==> src/display_dirty_span_tracker_unit_defines.svh <==
// ---------------------------------------------------------------------------
// display_dirty_span_tracker_unit_defines
// assertion macros shared by the dirty span tracker rtl
// ---------------------------------------------------------------------------
`ifndef DISPLAY_DIRTY_SPAN_TRACKER_UNIT_DEFINES_SVH
`define DISPLAY_DIRTY_SPAN_TRACKER_UNIT_DEFINES_SVH

// same-cycle implication, checked on clk with reset masking
`define DDST_ASSERT_SAME(lbl, ante, cons, msg) \
  lbl: assert property (@(posedge clk) disable iff (!rst_n) (ante) |-> (cons)) \
    else $error(msg);

// next-cycle implication
`define DDST_ASSERT_NEXT(lbl, ante, cons, msg) \
  lbl: assert property (@(posedge clk) disable iff (!rst_n) (ante) |=> (cons)) \
    else $error(msg);

`endif

==> src/ddst_pkg.sv <==
// ---------------------------------------------------------------------------
// ddst_pkg
// types and constants of the display dirty span tracker
// ---------------------------------------------------------------------------
package ddst_pkg;

  localparam logic       OP_WRITE     = 1'b0;
  localparam logic       OP_READ      = 1'b1;
  localparam logic       KIND_SPAN    = 1'b0;
  localparam logic       KIND_READ    = 1'b1;
  localparam logic       REG_COLUMNS  = 1'b0;
  localparam logic       REG_PAGES    = 1'b1;
  localparam logic [7:0] COLS_RESET   = 8'd128;
  localparam logic [3:0] PAGES_RESET  = 4'd8;
  localparam logic [7:0] REUSE_SLACK  = 8'd4;
  localparam logic [7:0] SHADOW_INIT  = 8'hFF;

  typedef struct packed {
    logic       op;
    logic [2:0] page;
    logic [6:0] column;
    logic [7:0] pixel_byte;
  } in_word_t;

  typedef struct packed {
    logic       kind;
    logic       set_column;
    logic [6:0] first_col;
    logic [6:0] last_col;
    logic       set_page;
    logic [2:0] span_page;
    logic [2:0] page_end;
    logic [7:0] read_byte;
  } out_word_t;

  // per-item control from the pipeline to the span tracker
  typedef struct packed {
    logic       fire;
    logic       in_panel;
    logic       last_col;
    logic [2:0] page_end;
  } span_ctl_t;

endpackage

==> src/ddst_span_track.sv <==
// ---------------------------------------------------------------------------
// ddst_span_track
// compares a word with its shadow byte, tracks the changed span of a page
// and builds span descriptors and shadow read results
// ---------------------------------------------------------------------------
module ddst_span_track
  import ddst_pkg::*;
(
  input  logic      clk,
  input  logic      rst_n,
  input  span_ctl_t ctl,
  input  in_word_t  item,
  input  logic [7:0] shadow_byte,
  output logic      res_valid,
  output out_word_t res
);

  logic [7:0] span_start_r;
  logic [6:0] span_stop_r;
  logic       win_valid_r;
  logic [6:0] win_first_r;
  logic [6:0] win_last_r;
  logic       exp_valid_r;
  logic [3:0] exp_page_r;

  logic       upd;
  logic       frame;
  logic       wv;
  logic       ev;
  logic [7:0] ss;
  logic [7:0] ss2;
  logic [6:0] stop2;
  logic       changed;
  logic       emit;
  logic [6:0] first;
  logic       reuse;
  logic       set_pg;

  always_comb begin
    upd     = ctl.fire && (item.op == OP_WRITE) && ctl.in_panel;
    frame   = (item.page == 3'd0) && (item.column == 7'd0);
    wv      = win_valid_r && !frame;
    ev      = exp_valid_r && !frame;
    ss      = (item.column == 7'd0) ? 8'd0 : span_start_r;
    changed = shadow_byte != item.pixel_byte;
    ss2     = (changed && ss == 8'd0) ? ({1'b0, item.column} + 8'd1) : ss;
    stop2   = changed ? item.column : span_stop_r;
    emit    = ctl.in_panel && ctl.last_col && (ss2 != 8'd0);
    first   = 7'(ss2 - 8'd1);
    // keep the old window when the new span sits just inside both ends
    reuse   = wv && (first > win_first_r) &&
              ({1'b0, first} <= {1'b0, win_first_r} + REUSE_SLACK) &&
              (stop2 < win_last_r) &&
              ({1'b0, stop2} + REUSE_SLACK >= {1'b0, win_last_r});
    set_pg  = !(ev && ({1'b0, item.page} == exp_page_r));
  end

  always_ff @(posedge clk) begin
    if (!rst_n) begin
      span_start_r <= '0;
      span_stop_r  <= '0;
      win_valid_r  <= 1'b0;
      win_first_r  <= '0;
      win_last_r   <= '0;
      exp_valid_r  <= 1'b0;
      exp_page_r   <= '0;
    end else if (upd) begin
      span_stop_r <= stop2;
      if (emit) begin
        // a descriptor always leaves a window and a page behind
        span_start_r <= '0;
        win_valid_r  <= 1'b1;
        exp_valid_r  <= 1'b1;
        exp_page_r   <= {1'b0, item.page} + 4'd1;
        if (!reuse) begin
          win_first_r <= first;
          win_last_r  <= stop2;
        end
      end else begin
        span_start_r <= ss2;
        win_valid_r  <= wv;
        exp_valid_r  <= ev;
      end
    end
  end

  always_comb begin
    res = '0;
    if (item.op == OP_READ) begin
      res_valid     = 1'b1;
      res.kind      = KIND_READ;
      res.read_byte = ctl.in_panel ? shadow_byte : 8'd0;
    end else begin
      res_valid      = emit;
      res.kind       = KIND_SPAN;
      res.set_column = !reuse;
      res.first_col  = reuse ? win_first_r : first;
      res.last_col   = reuse ? win_last_r : stop2;
      res.set_page   = set_pg;
      res.span_page  = item.page;
      res.page_end   = ctl.page_end;
    end
  end

endmodule

==> config.mk <==
export PLATFORM = sky130hd
export DESIGN_NAME = ddst_span_track
export DESIGN_NICKNAME = d
export VERILOG_FILES = /design/src/display_dirty_span_tracker_unit_defines.svh /design/src/ddst_pkg.sv /design/src/ddst_span_track.sv
export SDC_FILE = /design/constraint.sdc
export NUM_CORES = 1
export LEC_CHECK = 0
export ABC_AREA = 1
export BUFFER_PORTS_ARGS = -buffer_cell sky130_fd_sc_hd__buf_4
export CAP_MARGIN = 20
export CORE_AREA = 2 2 84 86
export CTS_BUF_LIST = sky130_fd_sc_hd__clkbuf_4 sky130_fd_sc_hd__clkbuf_8
export DETAILED_ROUTE_END_ITERATION = 6
export DIE_AREA = 0 0 86 88
export PLACE_DENSITY = 0.87
export SLEW_MARGIN = 20
export SYNTH_ARGS = -nofsm -noshare
export SYNTH_HDL_FRONTEND = slang
export SYNTH_SLANG_ARGS = --single-unit
==> constraint.sdc <==
create_clock -name clk -period 7.3 [get_ports clk]
set_clock_uncertainty 0.1 [all_clocks]
set_input_delay 1.46 -clock clk [delete_from_list [all_inputs] [get_ports clk]]
set_output_delay 1.46 -clock clk [all_outputs]
set_load 0.03 [all_outputs]
# After elaboration in Yosys (flattened, before gate mapping)
# Index checks and enable logic that the tools add are counted.
[word_totals]
ff_bits = 35
latchBits = 0
ramBits = 0
mem_bits_ro = 0
output_inout_bits = 32
word_cells = 53
memories = 0
[classes]
add_sub_neg = 5
n_mul = 0
div = 0
n_lt_le_gt_ge = 4
eq_ne = 2
shifts = 0
mux = 13
n_bitwise = 1
reduce_logical = 21
[op_table]
columns = ["op", "n"]
rows = [
  ["$mux 8", 5],
  ["$mux 22", 1],
  ["$mux 7", 3],
  ["$add 7x3->8 const B", 2],
  ["$logic_and 1x1->1", 13],
  ["$add 7x1->8 const B", 1],
  ["$ge 8x7->1", 1],
  ["$le 7x8->1", 1],
  ["$logic_not 8->1", 1],
  ["$ne 8x8->1", 1],
  ["$reduce_bool 8->1", 1],
  ["$gt 7x7->1", 1],
  ["$logic_not 7->1", 1],
  ["$lt 7x7->1", 1],
  ["$sub 7x1->7 const B", 1],
  ["$add 3x1->4 const B", 1],
  ["$eq 3x4->1", 1],
  ["$mux 1", 4],
  ["$logic_not 1->1", 3],
  ["$logic_not 3->1", 1],
  ["$reduce_and 2->1", 1],
  ["$not 1->1", 1],
]

# Longest topological paths before layout
# Gate-level depths: netlist of run 1.
[depth]
word_depth = 13
mapped_depth = 33

# Least setup slack after synthesis of run 1
# No wires, ideal clock.
[synth_path]
path_kind = "input to output"
startpoint = "input item[9] (netlist name)"
endpoint = "output res[22] (netlist name)"
t_arrival_ps = 4451
t_required_ps = 5740
slack_ps = 1289
cell_stages = 25
cell_sequence = "inv_1 -> ha_1 -> inv_1 -> nor2_1 -> nand3_2 -> buf_6 -> nand2_1 -> nand3_1 -> nor2_4 -> nand2_4 -> nor2_1 -> nor2_1 -> nand2_1 -> inv_1 -> nand4_1 -> nand2_1 -> ha_1 -> nand2_1 -> o21ai_0 -> a21oi_1 -> a21boi_1 -> nor2_2 -> buf_6 -> nand3_1 -> a21oi_1"
[synth_rtl]
columns = ["item", "line_no", "source"]
rows = [
  ["from (decl)", "ddst_span_track.sv:12", "input in_word_t item,"],
  ["to (decl)", "ddst_span_track.sv:15", "output out_word_t res"],
]

==> out/results.txt, run 1 <==
chip width - 86 um
Initial Utilization - 54.09%
maximum buffer depth of the clock tree - 2
count of fill cells added during filler insertion - 615
Nets - 704
peak ir drop on the vdd network - 0.0001108 V
post-synthesis register bit count - 35
count of instances resized after the clock tree is built - 0
warning count from the yosys run - 0
beginning of the worst register-to-register path - span_start_r[1]
layout cells sized above 1 - 20.59%
data arrival time of the critical path - 5100 ps
CTS HTree Levels - 2
endpoint of the worst hold path - span_start_r[4]
CORE AREA - 6644 um2
switching share of total power - 40.00%
Hold Fails Final Rpt - 0
global-route wire length before repair - 15,480 um
beginning of the worst hold path - span_start_r[4]
quantity of hold-fixing buffers added after cts - 0
measured slew at the worst slew-check pin - 713.3 ps
root buf cell - clkbuf_8
time the worst path needs with I/O delays and setup - 6657 ps
growth of design area from synthesis to finish - 16.19%
Starting DRT DRC Count - 343
minimum setup slack among reg-to-reg paths - 4030 ps
worst max-slew margin expressed relative to the limit - 52.31%
combinational power share - 43.5%
final clock period utilization by the worst path - 91.20%
portion of the post-synthesis area used by sequential elements - 19.50%
Required @ worst endpoint - 5740 ps
clock-pin slew reported for the worst setup and hold paths after clock tree synthesis - 70 ps
kind of end point of the critical path - output pin
RSZ-0062 raised after global routing - no
area of combinational cells with multiple inputs - 2327 um2
maximum clock frequency - 150.2 MHz
clk_lat worst skew - 280 ps
clock buffers created by TritonCTS - 5
share of the synthesized area in the top cell type - 19.50%
via density per instance - 5.225
PnR Total Power - 0.0006428 W
placed cell areas - 4071 um2
DRT antenna net count - 0
overall overflow remaining after global route - 0
detailed-route DRC error count - 0
Async S/R FF share, synth - 0%
Worst Reg-to-Reg Cells - 20
vias in the first global route - 3,479
standby leakage power - 2.266 nW
synthesized instance count - 582
Internal Dissipation - 0.0003857 W
setup violators final - 0
launch point of the worst path - item[9]
worst path setup slack after routing - 642.6 ps
antenna diode instance count - 0
maximum number of pins on one net before global-route repair - 34
Mapped Area - 3593 um2
share of power burned in registers - 31.6%
destination of the worst register-to-register timing path - win_first_r[3]
TritonCTS sink count - 35
number of post-CTS setup repair buffers - 0
prevailing post-synth register cell - dfxtp_1
top fanout value on the critical path - 15
CTS tree - done
RD Place Congestion - 0.9815
site row count - 30
Clk network pwr share - 25.0%
switching power - 0.0002571 W
largest cells by area after synthesis - dfxtp_1 19%, nand2_1 17%, inv_1 11%, ha_1 10%, nand3_1 6.7%
die outline area - 7568 um2
result of the run - completed
Final HPWL DP - 7350 um
number of buffers added on ports - 66
number of distinct library cells after synthesis - 37
summed negative setup slack over all endpoints - 0 ps
Design Area, Final - 4175 um2
global router's overall resource usage - 25.28%
antenna violations before repair - 0
number of maximum-capacitance constraint violations - 0
detailed-route wire length per cell - 12.89 um
final wirelength - 9294 um
Die H - 88 um
number of enable-type register cells in the synthesized netlist - 0
average size of a mapped cell - 6.174 um2
P per Cell Area - 154.0 nW/um2
post-synthesis net count - 646
CP startpoint kind - input pin
Sequential cell area - 700.7 um2
worst hold path type - register to register
worst setup path class - input pin to output pin
max-slew violations - 0
routed via count - 3,767
biggest area consumer among synthesized cells - dfxtp_1
post-place setup slack - 677.8 ps
number of cells on the worst hold path - 2
top-level port count - 67
final core utilization - 62.84%
number of iterations in the first detailed-routing pass - 4
## power groups by stage
stage	Clock (W)	Combinational [W]	Sequential [W]
finish	0.000160	0.000279	0.000203
CTS	0.000162	0.000277	0.000203
global route	0.000171	0.000312	0.000203
global placement	0	0.000267	0.000207
detailed placement	0	0.000275	0.000207
floorplan	0	0.000201	0.000206
## worst max-delay path, cell delays in order
cell,delay (ps)
buf_4,120
inv_1,70
ha_1,140
inv_1,40
nor2_1,100
nand3_2,280
nand2_1,220
nand3_1,140
nor2_4,180
nand3_1,80
nand2_1,140
inv_1,50
nand2_1,70
inv_1,60
nand3_1,110
nand2_1,80
ha_1,320
a21oi_1,180
o221ai_1,140
inv_1,70
nand2_1,60
nand2_2,270
nand3_4,270
nand2_1,180
a21oi_1,80
buf_4,180
## cells in the mapped netlist, types with 7 or more instances
master / number
nor2_1: 38
nand3_1: 48
o21ai_0: 13
ha_1: 29
inv_1: 110
a21oi_2: 15
xor2_1: 10
nand2_1: 163
a21oi_1: 40
nand2_2: 11
dfxtp_1: 35
nand3_2: 9
nor2_2: 7
## metrics by stage
step | instances | hold WS, ps
after floorplan | 582 | 335.8
after global placement | 713 | 355.6
after detailed placement | 713 | 361.3
after CTS | 721 | 374.3
after global routing | 721 | 389.0
final | 721 | 376.2
## worst max path at each step
stage	end	slack, ps	cells past startpoint
floorplan	res[22]	1290	25
global placement	res[18]	810	27
detailed placement	res[18]	680	27
CTS	res[18]	670	27
global route	res[18]	150	26
finish	res[18]	640	26
## registers in the layout (all words and copies together), names as in the netlist
| signal | cells |
|---|---|
| span_start_r | 8 |
| span_stop_r | 7 |
| win_first_r | 7 |
| win_last_r | 7 |
| exp_page_r | 4 |
| exp_valid_r | 1 |
| win_valid_r | 1 |
## placed cells by master (no fill, tap or decap), types with 2 or more instances in the layout
cell type / n
nand3_1: 48
nand3_4: 2
nand4_1: 6
xnor2_1: 2
a21oi_1: 40
nand2_1: 163
inv_2: 3
a21oi_2: 15
o211ai_1: 3
nor3_1: 4
o21ai_0: 13
nand2_4: 3
o21a_1: 3
nor2_2: 7
inv_1: 110
nor2_1: 38
xor2_1: 10
ha_1: 29
dfxtp_1: 35
nand3_2: 9
buf_4: 68
clkbuf_8: 7
nand2_2: 11
## area by class of cell
type	instances	share of cell area [%]
multi-input cells	416	55.74
flip-flops and latches	35	16.78
repair buffers	68	12.23
inverters	114	10.37
clock buffers	8	2.487
well taps	80	2.397
## cells by family (layout without fill, tap and decap cells)
family	count (synthesis)	in the layout	share of synthesized area (%)
flip-flops	35	35	19.50
AND/OR/NAND/NOR	295	295	37.88
buffers and inverters	131	190	15.74
XOR/XNOR	12	12	2.925
AO/OA/AOI/OAI	80	80	13.86
adder cells (fa/ha/maj)	29	29	10.10
## routing by layer
| layer | wire length [um] | track usage, % |
|---|---|---|
| met3 | 447 | 2.451 |
| met2 | 4525 | 44.12 |
| met4 | 280 | 10.82 |
| met5 | 0 | 0 |
| met1 | 4041 | 31.77 |
(Power assumes the default switching activity.)
==> inputs of run 2 (changes only) <==
- BUFFER_PORTS_ARGS: -buffer_cell sky130_fd_sc_hd__buf_4 -> -buffer_cell sky130_fd_sc_hd__buf_2
==> run 2 against run 1 <==
Effect of this change: count of clock-buffer cells in the layout fell by 3; flip-flop and latch count did not move; critical path depth rose by 1; critical endpoint is now res[17]; clock power rose by 36%; fmax fell by 1.2%; die area did not move; non-clock buffer count did not move; sequential power barely moved; utilization fell by 2.0 points; sequential share of layout area rose by 0.55 points; critical path type unchanged; largest power group unchanged; final cell count did not move; first-iteration DRC count fell by 1.5%.
==> out/results.txt, run 2 (synthesis gave the netlist of run 1 again) <==
worst setup path class - input pin to output pin (unchanged)
count of instances resized after the clock tree is built - 0 (unchanged)
CTS tree - done (unchanged)
overall overflow remaining after global route - 0 (unchanged)
antenna violations before repair - 0 (unchanged)
endpoint of the worst hold path - exp_page_r[3] (was span_start_r[4])
Nets - 704 (unchanged)
TritonCTS sink count - 35 (unchanged)
CORE AREA - 6644 um2 (unchanged)
quantity of hold-fixing buffers added after cts - 0 (unchanged)
top fanout value on the critical path - 11 (was 15)
kind of end point of the critical path - output pin (unchanged)
largest register by flop count - span_start_r (unchanged)
worst hold path type - register to register (unchanged)
maximum buffer depth of the clock tree - 2 (unchanged)
number of buffers added on ports - 66 (unchanged)
P per Cell Area - 169.9 nW/um2 (was 154.0 nW/um2)
summed negative setup slack over all endpoints - 0 ps (unchanged)
vias in the first global route - 3,507 (was 3,479)
Initial Utilization - 54.09% (unchanged)
count of fill cells added during filler insertion - 613 (was 615)
site row count - 30 (unchanged)
maximum number of pins on one net before global-route repair - 25 (was 34)
Sequential cell area - 700.7 um2 (unchanged)
number of iterations in the first detailed-routing pass - 6 (was 4)
layout cells sized above 1 - 20.59% (unchanged)
clk_lat worst skew - 300 ps (was 280 ps)
global-route wire length before repair - 15,790 um (was 15,480 um)
beginning of the worst hold path - exp_page_r[3] (was span_start_r[4])
non-filler cells in the finished layout - 721 (unchanged)
Hold Fails Final Rpt - 0 (unchanged)
RSZ-0062 raised after global routing - no (unchanged)
leading cell type in the layout, fill and taps excluded - nand2_1 (unchanged)
destination of the worst register-to-register timing path - win_last_r[1] (was win_first_r[3])
DRT antenna net count - 0 (unchanged)
number of post-CTS setup repair buffers - 0 (unchanged)
clock-pin slew reported for the worst setup and hold paths after clock tree synthesis - 80 ps (was 70 ps)
antenna diode instance count - 0 (unchanged)
setup violators final - 0 (unchanged)
measured slew at the worst slew-check pin - 710.6 ps (was 713.3 ps)
CTS HTree Levels - 2 (unchanged)
CP startpoint kind - input pin (unchanged)
data arrival time of the critical path - 5180 ps (was 5100 ps)
number of maximum-capacitance constraint violations - 0 (unchanged)
detailed-route DRC error count - 0 (unchanged)
PnR Total Power - 0.0006870 W (was 0.0006428 W)
time the worst path needs with I/O delays and setup - 6739 ps (was 6657 ps)
routed via count - 3,796 (was 3,767)
detailed-route wire length per cell - 13.03 um (was 12.89 um)
worst hold slack across all endpoints - 375.1 ps (was 376.2 ps)
clock buffers created by TritonCTS - 5 (unchanged)
global router's overall resource usage - 25.63% (was 25.28%)
chip width - 86 um (unchanged)
Die H - 88 um (unchanged)
RD Place Congestion - 0.9440 (was 0.9815)
result of the run - completed (unchanged)
Starting DRT DRC Count - 338 (was 343)
Worst Reg-to-Reg Cells - 21 (was 20)
die outline area - 7568 um2 (unchanged)
number of cells on the worst hold path - 2 (unchanged)
via density per instance - 5.265 (was 5.225)
Required @ worst endpoint - 5740 ps (about the same)
Final HPWL DP - 7307 um (was 7350 um)
number of flip-flops in the largest register - 8 (unchanged)
placed cell count - 713 (unchanged)
standby leakage power - 2.234 nW (was 2.266 nW)
root buf cell - clkbuf_8 (unchanged)
top-level port count - 67 (unchanged)
max-slew violations - 0 (unchanged)
maximum clock frequency - 148.4 MHz (was 150.2 MHz)
peak ir drop on the vdd network - 0.0001823 V (was 0.0001108 V)
area of combinational cells with multiple inputs - 2327 um2 (unchanged)
growth of design area from synthesis to finish - 12.50% (was 16.19%)
final clock period utilization by the worst path - 92.31% (was 91.20%)
minimum setup slack among reg-to-reg paths - 4030 ps (about the same)
final wirelength - 9394 um (was 9294 um)
beginning of the worst register-to-register path - span_start_r[0] (was span_start_r[1])
commonest non-fill, non-tap cells in the layout - 163 x nand2_1, 110 x inv_1, 66 x buf_2 (was 163 x nand2_1, 110 x inv_1, 68 x buf_4)
worst max-slew margin expressed relative to the limit - 52.49% (was 52.31%)
==> run 2: changes by cell type in the layout (fill, tap and decap cells not counted), sizes merged <==
cell | previous run | this run
clkbuf | 8 | 5
bufinv | 0 | 2
clkinvlp | 0 | 1
==> run 2: routing by layer <==
metal,wire length [um],GRT usage (%)
met2,4546,45.88
met3,586,3.299
met1,4055,32.06
met5,0,0
met4,205,7.792
==> run 2: worst max path at each step <==
stage / startpoint / end
detailed placement: item[9] / res[17]
floorplan: item[9] / res[22]
CTS: item[9] / res[17]
global route: item[9] / res[17]
finish: item[9] / res[17]
global placement: item[8] / res[25]
==> run 2: final cells by class <==
type,count,area share [%]
Sequential cell,35,17.33
Tap cell,80,2.476
Timing Repair Buffer,68,8.542
Multi-Input combinational cell,416,57.57
Clock buffer,5,1.702
Clock inverter,3,1.671
Inverter,114,10.71
==> run 2: through the flow <==
stage               area (um2)  util [%]  worst slack (ps)
global route              4043     60.85             120.9
global placement          3906     58.79             778.7
floorplan                 3593         -              1289
detailed placement        3906     58.79             640.2
finish                    4043     60.85             561.4
CTS                       4043     60.85             614.7
==> run 2: power breakdown <==
part,leakage (nW),internal (W),total (W),switching [W]
clock network,0.0644,0.000136,0.000217,0.0000808
registers,0.284,0.000198,0.000203,0.00000508
logic,1.89,0.0000856,0.000267,0.000181
total,2.23,0.000420,0.000687,0.000267
==> run 2: worst max-delay path, cell delays in order <==
cell     delay [ps]
buf_2           110
inv_1            80
ha_1            140
inv_1            40
nor2_1          110
nand3_2         270
nand2_1         220
nand3_1         140
nor2_4          180
nand3_1          90
nand2_1         150
inv_1            50
nand2_1          90
inv_1            60
nand3_1         110
nand2_1          80
nand2_1          90
ha_1            270
nand4_1         130
nor2_1           80
nand4_1         110
nand3_1         110
nor2_2          250
buf_4           220
nand3_1         120
a21oi_1         180
buf_2           220
